**config.mk**
```make
export PLATFORM = sky130hd
export DESIGN_NAME = midi_serial_to_usb_event_packet_top_flat
export DESIGN_NICKNAME = d
export VERILOG_FILES = /design/src/rtl/musb_pkg.sv /design/src/rtl/musb_if.sv /design/src/rtl/midi_serial_to_usb_event_packet_top.sv /design/src/flat_wrapper.sv
export SDC_FILE = /design/constraint.sdc
export NUM_CORES = 1
export LEC_CHECK = 0
export BUFFER_PORTS_ARGS = -buffer_cell sky130_fd_sc_hd__buf_2
export CORE_ASPECT_RATIO = 1.2
export CORE_MARGIN = 5
export CORE_UTILIZATION = 59
export CTS_BUF_LIST = sky130_fd_sc_hd__clkbuf_8
export CTS_CLUSTER_DIAMETER = 150
export DETAILED_ROUTE_END_ITERATION = 8
export PLACE_DENSITY = 0.95
export SETUP_SLACK_MARGIN = 0.2
export SLEW_MARGIN = 20
export SYNTH_ARGS = -nofsm -noshare
export SYNTH_HDL_FRONTEND = slang
export SYNTH_SLANG_ARGS = --single-unit
```
**constraint.sdc**
```tcl
create_clock -name clk -period 4.8 [get_ports clk]
set_clock_uncertainty 0.1 [all_clocks]
set_input_delay 0.48 -clock clk [delete_from_list [all_inputs] [get_ports clk]]
set_output_delay 0.48 -clock clk [all_outputs]
set_load 0.02 [all_outputs]
```
**src/rtl/musb_pkg.sv**
```systemverilog
package musb_pkg;

  // Parser phase
  typedef enum logic [2:0] {
    PH_IDLE  = 3'd0,
    PH_DATAA = 3'd1,
    PH_DATAB = 3'd2,
    PH_SYX1  = 3'd3,
    PH_SYX2  = 3'd4
  } phase_t;

  // Code index numbers
  localparam logic [3:0] CIN_SYS_2B    = 4'h2;
  localparam logic [3:0] CIN_SYS_3B    = 4'h3;
  localparam logic [3:0] CIN_SYX_CONT  = 4'h4;
  localparam logic [3:0] CIN_SYS_1B    = 4'h5;
  localparam logic [3:0] CIN_SYX_END2  = 4'h6;
  localparam logic [3:0] CIN_SYX_END3  = 4'h7;
  localparam logic [3:0] CIN_SINGLE    = 4'hF;

  // MIDI status values
  localparam logic [7:0] ST_SYX_START  = 8'hF0;
  localparam logic [7:0] ST_MTC_QF     = 8'hF1;
  localparam logic [7:0] ST_SONG_POS   = 8'hF2;
  localparam logic [7:0] ST_SONG_SEL   = 8'hF3;
  localparam logic [7:0] ST_UNDEF_F4   = 8'hF4;
  localparam logic [7:0] ST_UNDEF_F5   = 8'hF5;
  localparam logic [7:0] ST_TUNE_REQ   = 8'hF6;
  localparam logic [7:0] ST_SYX_END    = 8'hF7;
  localparam logic [3:0] HI_SYSTEM     = 4'hF;
  localparam logic [3:0] HI_PROG_CHG   = 4'hC;
  localparam logic [3:0] HI_CHAN_PRESS = 4'hD;

  typedef struct packed {
    logic [3:0] cin;
    logic [1:0] nbytes;
  } decode_t;

  // Map a status byte to its code index and data byte count
  function automatic decode_t status_decode(input logic [7:0] b);
    decode_t d;
    d.cin    = b[7:4];
    d.nbytes = 2'd2;
    if (b[7:4] == HI_PROG_CHG || b[7:4] == HI_CHAN_PRESS) begin
      d.nbytes = 2'd1;
    end else if (b[7:4] == HI_SYSTEM) begin
      case (b)
        ST_MTC_QF, ST_SONG_SEL: begin
          d.cin    = CIN_SYS_2B;
          d.nbytes = 2'd1;
        end
        ST_SONG_POS: begin
          d.cin    = CIN_SYS_3B;
          d.nbytes = 2'd2;
        end
        ST_UNDEF_F4, ST_UNDEF_F5, ST_TUNE_REQ: begin
          d.cin    = CIN_SYS_1B;
          d.nbytes = 2'd0;
        end
        default: begin
          d.cin    = CIN_SINGLE;
          d.nbytes = 2'd0;
        end
      endcase
    end
    return d;
  endfunction

endpackage

```
**src/rtl/musb_if.sv**
```systemverilog
interface musb_in_if;
  logic       valid;
  logic       ready;
  logic [7:0] midi_byte;

  modport source (output valid, output midi_byte, input ready);
  modport sink   (input valid, input midi_byte, output ready);
endinterface

interface musb_out_if;
  logic       valid;
  logic       ready;
  logic [7:0] cable_and_code;
  logic [7:0] status_byte;
  logic [7:0] data_byte_a;
  logic [7:0] data_byte_b;

  modport source (output valid, output cable_and_code, output status_byte,
                  output data_byte_a, output data_byte_b, input ready);
  modport sink   (input valid, input cable_and_code, input status_byte,
                  input data_byte_a, input data_byte_b, output ready);
endinterface

```
**src/rtl/midi_serial_to_usb_event_packet_top.sv**
```systemverilog
// Serial MIDI to USB-MIDI event packet framer.
// midi_in carries one received MIDI byte per beat. packet_out carries one
// 4-byte event packet (header, status, two data bytes) per beat, produced
// when a byte completes a message; bytes that only advance the parser
// (status awaiting data, SysEx start, first SysEx byte) give no beat.
// cfg_we/cfg_wdata load the 4-bit cable number placed in the header's high
// nibble; write it only while the block is idle.
// A completing byte is captured into the held packet registers, which also
// serve as the output register, and sets the packet valid. The block takes
// one byte per cycle while the output register is free or draining; the
// phase decode and packet update sit between each accepted byte and those registers.
// A byte is taken while the output register is empty or being drained in
// the same cycle, so a stalled receiver holds the packet and pauses input.
// Reset (rst, synchronous) returns the parser to idle, clears the held
// packet bytes and the cable number, and drops any pending packet.
module midi_serial_to_usb_event_packet_top (
  input  logic              clk,
  input  logic              rst,
  input  logic              cfg_we,
  input  logic [3:0]        cfg_wdata,
  musb_in_if.sink           midi_in,
  musb_out_if.source        packet_out
);
  import musb_pkg::*;

  logic [3:0] cable_number;
  phase_t     phase, phase_next;
  logic [1:0] data_bytes_per_message, data_bytes_per_message_next;
  logic [1:0] remaining_data, remaining_data_next;
  logic [7:0] held_header, held_header_next;
  logic [7:0] held_status, held_status_next;
  logic [7:0] held_data_a, held_data_a_next;
  logic [7:0] held_data_b, held_data_b_next;
  logic       out_valid;
  logic       emit;
  logic       in_fire;
  logic [7:0] b;
  decode_t    dec;
  logic [1:0] remaining_dec;

  assign b             = midi_in.midi_byte;
  assign in_fire       = midi_in.valid && midi_in.ready;
  assign dec           = status_decode(b);
  assign remaining_dec = remaining_data - 2'd1;

  // Take a byte while the output slot is free or draining
  assign midi_in.ready = !out_valid || packet_out.ready;

  // Hold the cable number
  always_ff @(posedge clk) begin
    if (rst) begin
      cable_number <= '0;
    end else if (cfg_we) begin
      cable_number <= cfg_wdata;
    end
  end

  // Next phase
  always_comb begin
    phase_next = phase;
    case (phase)
      PH_DATAA: phase_next = (remaining_dec != 2'd0) ? PH_DATAB : PH_IDLE;
      PH_DATAB: phase_next = PH_IDLE;
      PH_SYX1:  phase_next = (b == ST_SYX_END) ? PH_IDLE : PH_SYX2;
      PH_SYX2:  phase_next = (b == ST_SYX_END) ? PH_IDLE : PH_SYX1;
      default: begin
        if (b == ST_SYX_START) begin
          phase_next = PH_SYX1;
        end else if (!b[7]) begin
          phase_next = (data_bytes_per_message == 2'd2) ? PH_DATAB : PH_IDLE;
        end else begin
          phase_next = (dec.nbytes == 2'd0) ? PH_IDLE : PH_DATAA;
        end
      end
    endcase
  end

  // Packet bytes, counts and emit decision
  always_comb begin
    emit                        = 1'b0;
    data_bytes_per_message_next = data_bytes_per_message;
    remaining_data_next         = remaining_data;
    held_header_next            = held_header;
    held_status_next            = held_status;
    held_data_a_next            = held_data_a;
    held_data_b_next            = held_data_b;
    case (phase)
      PH_DATAA: begin
        held_data_a_next    = b;
        remaining_data_next = remaining_dec;
        emit                = (remaining_dec == 2'd0);
      end
      PH_DATAB: begin
        held_data_b_next = b;
        emit             = 1'b1;
      end
      PH_SYX1: begin
        held_data_a_next = b;
        if (b == ST_SYX_END) begin
          held_header_next = {cable_number, CIN_SYX_END2};
          emit             = 1'b1;
        end
      end
      PH_SYX2: begin
        held_data_b_next = b;
        held_header_next = {cable_number,
                            (b == ST_SYX_END) ? CIN_SYX_END3 : CIN_SYX_CONT};
        emit             = 1'b1;
      end
      default: begin
        held_data_a_next = '0;
        held_data_b_next = '0;
        if (b == ST_SYX_START) begin
          held_status_next = ST_SYX_START;
        end else if (!b[7]) begin
          // running status
          held_data_a_next = b;
          emit             = (data_bytes_per_message != 2'd2);
        end else begin
          data_bytes_per_message_next = dec.nbytes;
          held_status_next            = b;
          held_header_next            = {cable_number, dec.cin};
          if (dec.nbytes == 2'd0) begin
            emit = 1'b1;
          end else begin
            remaining_data_next = dec.nbytes;
          end
        end
      end
    endcase
  end

  // Advance parser state on each accepted beat
  always_ff @(posedge clk) begin
    if (rst) begin
      phase                  <= PH_IDLE;
      data_bytes_per_message <= '0;
      remaining_data         <= '0;
      held_header            <= '0;
      held_status            <= '0;
      held_data_a            <= '0;
      held_data_b            <= '0;
    end else if (in_fire) begin
      phase                  <= phase_next;
      data_bytes_per_message <= data_bytes_per_message_next;
      remaining_data         <= remaining_data_next;
      held_header            <= held_header_next;
      held_status            <= held_status_next;
      held_data_a            <= held_data_a_next;
      held_data_b            <= held_data_b_next;
    end
  end

  // Hold the packet valid until the receiver takes it
  always_ff @(posedge clk) begin
    if (rst) begin
      out_valid <= 1'b0;
    end else if (in_fire) begin
      out_valid <= emit;
    end else if (packet_out.ready) begin
      out_valid <= 1'b0;
    end
  end

  assign packet_out.valid          = out_valid;
  assign packet_out.cable_and_code = held_header;
  assign packet_out.status_byte    = held_status;
  assign packet_out.data_byte_a    = held_data_a;
  assign packet_out.data_byte_b    = held_data_b;

  // A byte in the second data phase always completes a packet
  a_datab_emits: assert property (@(posedge clk) disable iff (rst)
    in_fire && phase == PH_DATAB |=> out_valid)
    else $error("second data byte did not produce a packet");

  // The first data phase always has a byte still due
  a_dataa_count: assert property (@(posedge clk) disable iff (rst)
    phase == PH_DATAA |-> remaining_data != 2'd0)
    else $error("data phase with no byte due");

  // Second SysEx byte gives a continue or three-byte end packet
  a_syx2_cin: assert property (@(posedge clk) disable iff (rst)
    in_fire && phase == PH_SYX2 |=> out_valid &&
      (packet_out.cable_and_code[3:0] == CIN_SYX_CONT ||
       packet_out.cable_and_code[3:0] == CIN_SYX_END3))
    else $error("bad SysEx packet code");

  // SysEx start produces no packet
  a_syx_start_quiet: assert property (@(posedge clk) disable iff (rst)
    in_fire && phase == PH_IDLE && b == ST_SYX_START |=> !out_valid)
    else $error("packet produced on SysEx start");

endmodule
```
**src/flat_wrapper.sv**
```systemverilog
// flat-port wrapper written by rule: the top's interface ports become plain ports
module midi_serial_to_usb_event_packet_top_flat import musb_pkg::*;
  (clk, rst, cfg_we, cfg_wdata, midi_in_valid, midi_in_midi_byte, midi_in_ready, packet_out_valid, packet_out_cable_and_code, packet_out_status_byte, packet_out_data_byte_a, packet_out_data_byte_b, packet_out_ready);
  musb_in_if midi_in_i ();
  musb_out_if packet_out_i ();
  input  logic clk;
  input  logic rst;
  input  logic cfg_we;
  input  logic [3:0] cfg_wdata;
  input wire logic [$bits(midi_in_i.valid)-1:0] midi_in_valid;
  input wire logic [$bits(midi_in_i.midi_byte)-1:0] midi_in_midi_byte;
  output wire logic [$bits(midi_in_i.ready)-1:0] midi_in_ready;
  output wire logic [$bits(packet_out_i.valid)-1:0] packet_out_valid;
  output wire logic [$bits(packet_out_i.cable_and_code)-1:0] packet_out_cable_and_code;
  output wire logic [$bits(packet_out_i.status_byte)-1:0] packet_out_status_byte;
  output wire logic [$bits(packet_out_i.data_byte_a)-1:0] packet_out_data_byte_a;
  output wire logic [$bits(packet_out_i.data_byte_b)-1:0] packet_out_data_byte_b;
  input wire logic [$bits(packet_out_i.ready)-1:0] packet_out_ready;
  assign midi_in_i.valid = midi_in_valid;
  assign midi_in_i.midi_byte = midi_in_midi_byte;
  assign midi_in_ready = midi_in_i.ready;
  assign packet_out_valid = packet_out_i.valid;
  assign packet_out_cable_and_code = packet_out_i.cable_and_code;
  assign packet_out_status_byte = packet_out_i.status_byte;
  assign packet_out_data_byte_a = packet_out_i.data_byte_a;
  assign packet_out_data_byte_b = packet_out_i.data_byte_b;
  assign packet_out_i.ready = packet_out_ready;
  midi_serial_to_usb_event_packet_top u_core (.clk(clk), .rst(rst), .cfg_we(cfg_we), .cfg_wdata(cfg_wdata), .midi_in(midi_in_i), .packet_out(packet_out_i));
endmodule
```
==> results of run 1 <==
-- power by group through the flow --
| stage | registers [mW] | logic, mW | clock network (mW) |
|---|---|---|---|
| 2_1_floorplan | 0.418 | 0.0870 | 0 |
| 3_3_place_gp | 0.406 | 0.132 | 0 |
| 3_5_place_dp | 0.407 | 0.135 | 0 |
| 4_1_cts | 0.398 | 0.136 | 0.283 |
| 5_1_grt | 0.402 | 0.151 | 0.301 |
| 6_report | 0.399 | 0.137 | 0.277 |
-- critical path, stage by stage, from the launching register on --
cell,delay [ns]
dfxtp_1,0.52
nor3b_1,0.61
o311a_1,0.62
mux2i_1,0.26
nor2_1,0.07
-- routing by layer --
metal,global-route usage [%],wire (µm),vias to the layer above
li1,-,-,878
met1,26.4,1900,839
met2,39.3,2600,76
met3,7.65,376,8
met4,9.67,93,0
met5,0,0,-
-- final cells by class --
cell class | count | share of cell area (%)
clock buffers | 5 | 2.98
clock inverters | 3 | 1.68
inverters | 4 | 0.651
multi-input cells | 158 | 43.7
flip-flops and latches | 44 | 38.2
well taps | 37 | 2.01
repair buffers | 50 | 10.8
-- cell usage after synthesis, types with 3 or more instances --
library cell / count / area share, %
dfxtp_1: 44 / 44
nor2_1: 37 / 6.9
mux2i_1: 18 / 9.0
a21oi_1: 16 / 4.0
nand2_1: 14 / 2.6
nand3_1: 10 / 2.5
clkbuf_1: 9 / 1.7
a22oi_1: 8 / 3.0
o21ai_0: 7 / 1.8
buf_2: 5 / 1.3
inv_1: 4 / 0.75
nor3_1: 4 / 1.0
nor3b_1: 4 / 1.5
buf_4: 3 / 1.1
o311a_1: 3 / 1.5
-- flip-flops by register name (all words and copies together), names as in the netlist --
signal	cells
u_core.packet_out.valid	1
u_core.phase	3
u_core.packet_out.status_byte	8
u_core.packet_out.data_byte_b	8
u_core.cable_number	4
u_core.packet_out.cable_and_code	8
u_core.data_bytes_per_message	2
u_core.packet_out.data_byte_a	8
u_core.remaining_data	2
-- stage by stage --
| step | setup WS (ns) | total power, mW | hold WS (ns) | std cells |
|---|---|---|---|---|
| detailed placement | 2.54 | 0.542 | 0.335 | 293 |
| global placement | 2.60 | 0.537 | 0.331 | 293 |
| global route | 2.27 | 0.854 | 0.358 | 301 |
| floorplan | 2.77 | 0.505 | 0.348 | 225 |
| CTS | 2.50 | 0.817 | 0.320 | 301 |
| finish | 2.48 | 0.812 | 0.329 | 301 |
-- logic make-up after synthesis --
group | synth area share, %
AO/OA/AOI/OAI | 19.6
adder cells (fa/ha/maj) | 0.625
flip-flops | 44.0
AND/OR/NAND/NOR | 20.3
multiplexers | 9.01
XOR/XNOR | 0.438
buffers and inverters | 5.94
-- worst max-delay path by stage --
stage,endpoint,cells past startpoint
after global routing,u_core.packet_out.cable_and_code[7],4
after global placement,u_core.packet_out.cable_and_code[3],6
after detailed placement,u_core.packet_out.cable_and_code[4],6
after CTS,u_core.packet_out.cable_and_code[7],4
final,u_core.packet_out.cable_and_code[7],4
after floorplan,u_core.packet_out.cable_and_code[4],8
==> flow_summary.json, run 1 <==
{
  "post-route-min-period_ns": 2.32,
  "intPower_mw": 0.587,
  "drc": 0,
  "fin_util_pct": 69.7,
  "p_leak_nw": 1.02,
  "r2r_slack_ns": 2.48,
  "detail-route-antenna-nets": 0,
  "clock-sinks": 44,
  "start_util_pct": 60.5,
  "final_nets": 281,
  "synth_area_um2": 2000,
  "antenna_found_initial": 0,
  "worstHoldStart": "cfg_wdata[0]",
  "layout_commonest_cell": "buf_2",
  "portBuffers": 50,
  "synth_area_per_cell_um2": 8.89,
  "min_to": "u_core.cable_number[0]",
  "ys_seq_area_share_pct": 44.0,
  "synthFlopType": "dfxtp_1",
  "coreArea_um2": 3310,
  "r2r-start": "u_core.phase[2]",
  "synth.net_count": 243,
  "cp-start-kind": "flip-flop",
  "ir_drop_v": 0.000296,
  "cts_root_buf": "clkbuf_8",
  "p_sw_share_pct": 27.8,
  "diodes": 0,
  "switchingPower_mw": 0.226,
  "finalHoldViolations": 0,
  "slew_headroom_pct": 31.9,
  "grt_overflow": 0,
  "path_max_fanout": 11,
  "cts_buffers": 5,
  "grt_pass1_vias": 1746,
  "viasPerCell": 5.98,
  "routed_wl_mm": 4.97,
  "postCtsResizedCells": 0,
  "ys_types": 45,
  "ys_seq_elements": 44,
  "grt_pass1_wl_mm": 8.48,
  "maxCapViolations": 0,
  "critPathKind": "reg2reg",
  "postCtsHoldBufs": 0,
  "multi_input_area_um2": 1010,
  "hp-class": "in2reg",
  "worstMarginPinSlew_ns": 1.01,
  "synth_edf_count": 0,
  "drive_above_1_share_pct": 25.0,
  "track_usage_pct": 23.1,
  "fp.dieH_um": 73.8,
  "clk_latency_ns": 0.30,
  "synth_warnings": 0,
  "combPwrFrac_pct": 16.8,
  "rows": 23,
  "setup_viol_count_final": 0,
  "path_clk_slew_ns": 0.08,
  "wl_per_cell_um": 16.5,
  "slew_violations": 0,
  "period_share_pct": 48.3,
  "grt_max_degree": 45,
  "fill_cells": 250,
  "cts_tree": "yes",
  "place_hpwl_mm": 3.61,
  "holdPathStages": 3,
  "vias": 1801,
  "layout_common_cells": "buf_2 (50), dfxtp_1 (44), nor2_1 (37)",
  "drt_iter0_drc": 136,
  "post_dp_cell_area_um2": 2190,
  "crit_start": "u_core.phase[2]",
  "final_area_um2": 2310,
  "fin_setup_tns_ns": 0,
  "synthesis.instances": 225,
  "area_delta_synth_final_pct": 15.3,
  "max_freq_ghz": 0.431,
  "worstRegToRegCells": 4,
  "regArea_um2": 881,
  "powerDensity_nw_per_um2": 352,
  "worst_ep_arrival_time_ns": 2.37,
  "ios": 51,
  "rsz0062_at_grt": "no",
  "place_congestion": 0.932,
  "die_w_um": 63.2,
  "synthArstFlopShare_pct": 0,
  "reg2reg_to": "u_core.packet_out.cable_and_code[7]",
  "postCtsSetupBuffers": 0,
  "endpoint_kind": "flip-flop",
  "clkPwrFrac_pct": 34.1,
  "die_area_um2": 4660,
  "clockBufferDepth": 2,
  "status": "completed",
  "cp.required_ns": 4.85,
  "p_seq_share_pct": 49.1,
  "htreeDepth": 2,
  "drtPass1Iterations": 4
}
Note: power is estimated with default switching activity, not from simulation.
==> run 2: changes to the inputs <==
--- a/config.mk
+++ b/config.mk
@@ -8,11 +8,11 @@
 export BUFFER_PORTS_ARGS = -buffer_cell sky130_fd_sc_hd__buf_2
 export CORE_ASPECT_RATIO = 1.2
 export CORE_MARGIN = 5
-export CORE_UTILIZATION = 59
+export CORE_UTILIZATION = 54
 export CTS_BUF_LIST = sky130_fd_sc_hd__clkbuf_8
 export CTS_CLUSTER_DIAMETER = 150
 export DETAILED_ROUTE_END_ITERATION = 8
-export PLACE_DENSITY = 0.95
+export PLACE_DENSITY = 0.92
 export SETUP_SLACK_MARGIN = 0.2
 export SLEW_MARGIN = 20
 export SYNTH_ARGS = -nofsm -noshare
==> constraint.sdc (replaced) <==
create_clock -name clk -period 2.14 [get_ports clk]
set_clock_uncertainty 0.1 [all_clocks]
set_input_delay 0.214 -clock clk [delete_from_list [all_inputs] [get_ports clk]]
set_output_delay 0.214 -clock clk [all_outputs]
set_load 0.02 [all_outputs]
==> flow_summary.json, run 2 (synthesis results as in run 1) <==
{
  "status": "completed",
  "worstMarginPinSlew_ns": 0.808,
  "post-route-min-period_ns": 1.83,
  "worstHoldStart": "cfg_wdata[0]",
  "maxCapViolations": 0,
  "cp.required_ns": 2.20,
  "worstRegToRegCells": 5,
  "endpoint_kind": "flip-flop",
  "coreArea_um2": 3600,
  "ir_drop_v": 0.000526,
  "cts_root_buf": "clkbuf_8",
  "holdPathStages": 3,
  "p_leak_nw": 1.07,
  "layout_common_cells": "buf_2 (50), dfxtp_1 (43), nor2_1 (37)",
  "hp-class": "in2reg",
  "path_max_fanout": 11,
  "portBuffers": 50,
  "slew_violations": 0,
  "multi_input_area_um2": 1010,
  "fin_setup_tns_ns": 0,
  "track_usage_pct": 22.1,
  "drive_above_1_share_pct": 28.9,
  "fin_total_pwr_mw": 1.92,
  "whs_ns": 0.0473,
  "grt_max_degree": 45,
  "place_congestion": 0.942,
  "grt_pass1_wl_mm": 8.78,
  "cpPeakStageDelay_ns": 0.43,
  "cts_buffers": 5,
  "max_freq_ghz": 0.547,
  "place_hpwl_mm": 3.71,
  "grt_overflow": 0,
  "area_delta_synth_final_pct": 20.0,
  "cts_tree": "yes",
  "detail-route-antenna-nets": 0,
  "clk_latency_ns": 0.30,
  "clock-sinks": 44,
  "viasPerCell": 6.04,
  "postCtsHoldBufs": 0,
  "slowest_stage": "o311a_2",
  "slew_headroom_pct": 46.1,
  "routed_wl_mm": 5.23,
  "crit_start": "u_core.phase[1]",
  "worst_ep_arrival_time_ns": 1.89,
  "wl_per_cell_um": 16.8,
  "fin_util_pct": 66.6,
  "htreeDepth": 2,
  "layout_commonest_cell": "buf_2",
  "dp_cells": 304,
  "drc": 0,
  "vias": 1886,
  "grt_pass1_vias": 1815,
  "path_clk_slew_ns": 0.08,
  "drtPass1Iterations": 4,
  "clockBufferDepth": 2,
  "rows": 24,
  "antenna_found_initial": 0,
  "regArea_um2": 882,
  "start_util_pct": 55.5,
  "period_share_pct": 85.4,
  "fin_cells": 312,
  "die_w_um": 65.6,
  "final_nets": 290,
  "r2r-start": "u_core.phase[1]",
  "cp-start-kind": "flip-flop",
  "fill_cells": 294,
  "fp.dieH_um": 76.7,
  "diodes": 0,
  "ios": 51,
  "setup_viol_count_final": 0,
  "crit_chain": "nand2_1 > o31ai_1 > o311a_2 > mux2i_1 > nor2_1",
  "finalHoldViolations": 0,
  "postCtsSetupBuffers": 0,
  "critPathKind": "reg2reg",
  "drt_iter0_drc": 183,
  "powerDensity_nw_per_um2": 801,
  "die_area_um2": 5030,
  "rsz0062_at_grt": "no"
}
## run 2: worst max-delay path: cells and delay by family, from the launching register on
| family | cells | cell delay [ns] |
|---|---|---|
| AOI/OAI and AO/OA | 2 | 0.75 |
| DFF | 1 | 0.42 |
| muxes | 1 | 0.24 |
| and+or+nand+nor | 2 | 0.18 |
## run 2: stage by stage
step	instance area (µm²)	setup WS [ns]
6_report	2400	0.312
5_1_grt	2400	0.218
2_1_floorplan	2000	0.220
3_5_place_dp	2260	0.113
4_1_cts	2390	0.248
3_3_place_gp	2260	0.182
## run 2: routing by layer
layer	global-route usage (%)	share of wire (%)	wire [µm]	up-vias
met5	0	0	0	-
met4	8.51	3.8	199	0
met3	7.02	8.2	427	27
met2	36.0	48	2530	99
met1	26.6	40	2070	865
li1	-	-	-	895
## run 2: what timing repair did
action | in CTS | in global routing
resized for setup | 2 | 3
endpoints found under the setup margin | 7 | 10
gates cloned | 0 | 0
## run 2: final cells by class
cell class                 instances  share of cell area [%]
multi-input combinational        158                    42.1
sequential                        44                    36.7
timing repair buffer              59                    13.2
clock buffer                       7                    4.01
tap                               39                    2.03
clock inverter                     1                    1.25
inverter                           4                   0.625
## run 2: report_power, final
group | total [mW] | internal (mW) | switching (mW)
Combinational | 0.335 | 0.127 | 0.209
Clock | 0.699 | 0.412 | 0.287
Sequential | 0.888 | 0.863 | 0.0259
## run 2: path summary, 6_finish.rpt
path	endpoint	slack, ns
worst min-delay path	u_core.cable_number[0]	0.05
worst min register to register	u_core.packet_out.data_byte_a[1]	0.35
worst max-delay path	u_core.packet_out.cable_and_code[7]	0.31
worst max register to register	u_core.packet_out.cable_and_code[7]	0.31
==> run 3: changes to the inputs <==
==> constraint.sdc (replaced) <==
create_clock -name clk -period 2.14 [get_ports clk]
set_clock_uncertainty 0.1 [all_clocks]
set_input_delay 0.107 -clock clk [delete_from_list [all_inputs] [get_ports clk]]
set_output_delay 0.107 -clock clk [all_outputs]
set_load 0.02 [all_outputs]
==> flow_summary.json, run 3 (synthesis results as in run 1) <==
{
  "status": "completed",
  "layout_setup_ws_ns": 0.362,
  "powerDensity_nw_per_um2": 770,
  "clockBufferDepth": 2,
  "crit_chain": "nor3_1 > o2111ai_1 > buf_4 > o21ai_0 > a21oi_1",
  "slowest_stage": "nor3_1",
  "vias": 1859,
  "viasPerCell": 5.92,
  "portBuffers": 50,
  "path_clk_slew_ns": 0.08,
  "ir_drop_v": 0.000566,
  "layout_common_cells": "buf_2 (50), dfxtp_1 (42), nor2_1 (37)",
  "htreeDepth": 2,
  "grt_pass1_wl_mm": 8.18,
  "clk_latency_ns": 0.30,
  "wl_per_cell_um": 16.1,
  "maxCapViolations": 0,
  "setup_viol_count_final": 0,
  "routed_wl_mm": 5.06,
  "p_leak_nw": 1.07,
  "slew_violations": 0,
  "die_w_um": 65.6,
  "slew_headroom_pct": 47.3,
  "endpoint_kind": "flip-flop",
  "place_congestion": 0.885,
  "cp-start-kind": "flip-flop",
  "track_usage_pct": 20.7,
  "detail-route-antenna-nets": 0,
  "fin_setup_tns_ns": 0,
  "max_freq_ghz": 0.562,
  "hp-class": "in2reg",
  "start_util_pct": 55.5,
  "diodes": 0,
  "drive_above_1_share_pct": 28.0,
  "die_area_um2": 5030,
  "cpPeakStageDelay_ns": 0.45,
  "drc": 0,
  "cts_tree": "yes",
  "worstMarginPinSlew_ns": 0.790,
  "grt_max_degree": 45,
  "layout_commonest_cell": "buf_2",
  "cts_buffers": 5,
  "fp.dieH_um": 76.7,
  "rsz0062_at_grt": "no",
  "fin_util_pct": 66.9,
  "worstRegToRegCells": 5,
  "whs_ns": 0.0229,
  "grt_overflow": 0,
  "cp.required_ns": 2.20,
  "holdPathStages": 3,
  "ios": 51,
  "antenna_found_initial": 0,
  "final_nets": 292,
  "finalHoldViolations": 0,
  "drtPass1Iterations": 5,
  "critPathKind": "reg2reg",
  "path_max_fanout": 11,
  "grt_pass1_vias": 1684,
  "rows": 24,
  "coreArea_um2": 3600,
  "place_hpwl_mm": 3.55,
  "post-route-min-period_ns": 1.78,
  "clock-sinks": 44,
  "cts_root_buf": "clkbuf_8",
  "drt_iter0_drc": 195,
  "period_share_pct": 83.1,
  "worst_ep_arrival_time_ns": 1.83,
  "area_delta_synth_final_pct": 20.6,
  "place_ws_ns": 0.177
}
run 3: cell types whose count changed in the layout (fill, tap and decap cells not counted), sizes merged:
cell / before / now
buf: 59 / 57
clkinvlp: 0 / 1
clkinv: 0 / 1
dlygate4sd3: 0 / 4
clkbuf: 7 / 5
run 3: layout make-up:
cell class                      count  area, µm²
Clock buffer                        5       68.8
Clock inverter                      3       42.5
Fill cell                         299       1190
Inverter                            4       15.0
Multi-Input combinational cell    158       1010
Sequential cell                    44        883
Tap cell                           39       48.8
Timing Repair Buffer               61        343
run 3: timing repair:
action / 4_1_cts / 5_1_grt
hold endpoints to repair: 4 / 0
hold buffers: 4 / 0
resized for setup: 1 / 4
buffers inserted: 0 / 1
setup endpoints to repair: 4 / 16
run 3: path summary, 6_finish.rpt:
check | from | to | slack, ns
worst max-delay path | u_core.phase[0] | u_core.data_bytes_per_message[1] | 0.36
worst min-delay path | midi_in_valid | u_core.packet_out.valid | 0.02
worst min register to register | u_core.packet_out.status_byte[7] | u_core.packet_out.status_byte[7] | 0.35
worst max register to register | u_core.phase[0] | u_core.data_bytes_per_message[1] | 0.36
run 3: report_power, final:
group | leakage [nW] | internal (mW) | switching [mW] | total, mW
registers | 0.359 | 0.863 | 0.0308 | 0.894
logic | 0.653 | 0.128 | 0.201 | 0.329
clock network | 0.0541 | 0.345 | 0.289 | 0.634
total | 1.07 | 1.34 | 0.521 | 1.86
run 3: metrics by stage:
step	area, µm²	std cells	power (mW)
6_report	2410	314	1.86
5_1_grt	2410	314	1.95
4_1_cts	2390	313	1.86
3_5_place_dp	2240	301	1.23
3_3_place_gp	2240	301	1.22
2_1_floorplan	2000	225	1.13
run 3: metal layers:
layer | GRT usage [%] | share of wire, %
met1 | 24.8 | 40
met4 | 7.68 | 2.8
met5 | 0 | 0
met2 | 34.9 | 51
met3 | 5.41 | 7.1
run 3: critical path, delay by kind of cell, from the launching register on:
family | cells | cell delay, ns
buffers and inverters | 1 | 0.23
AND/OR/NAND/NOR | 1 | 0.45
flip-flops | 1 | 0.39
AO/OA/AOI/OAI | 3 | 0.47
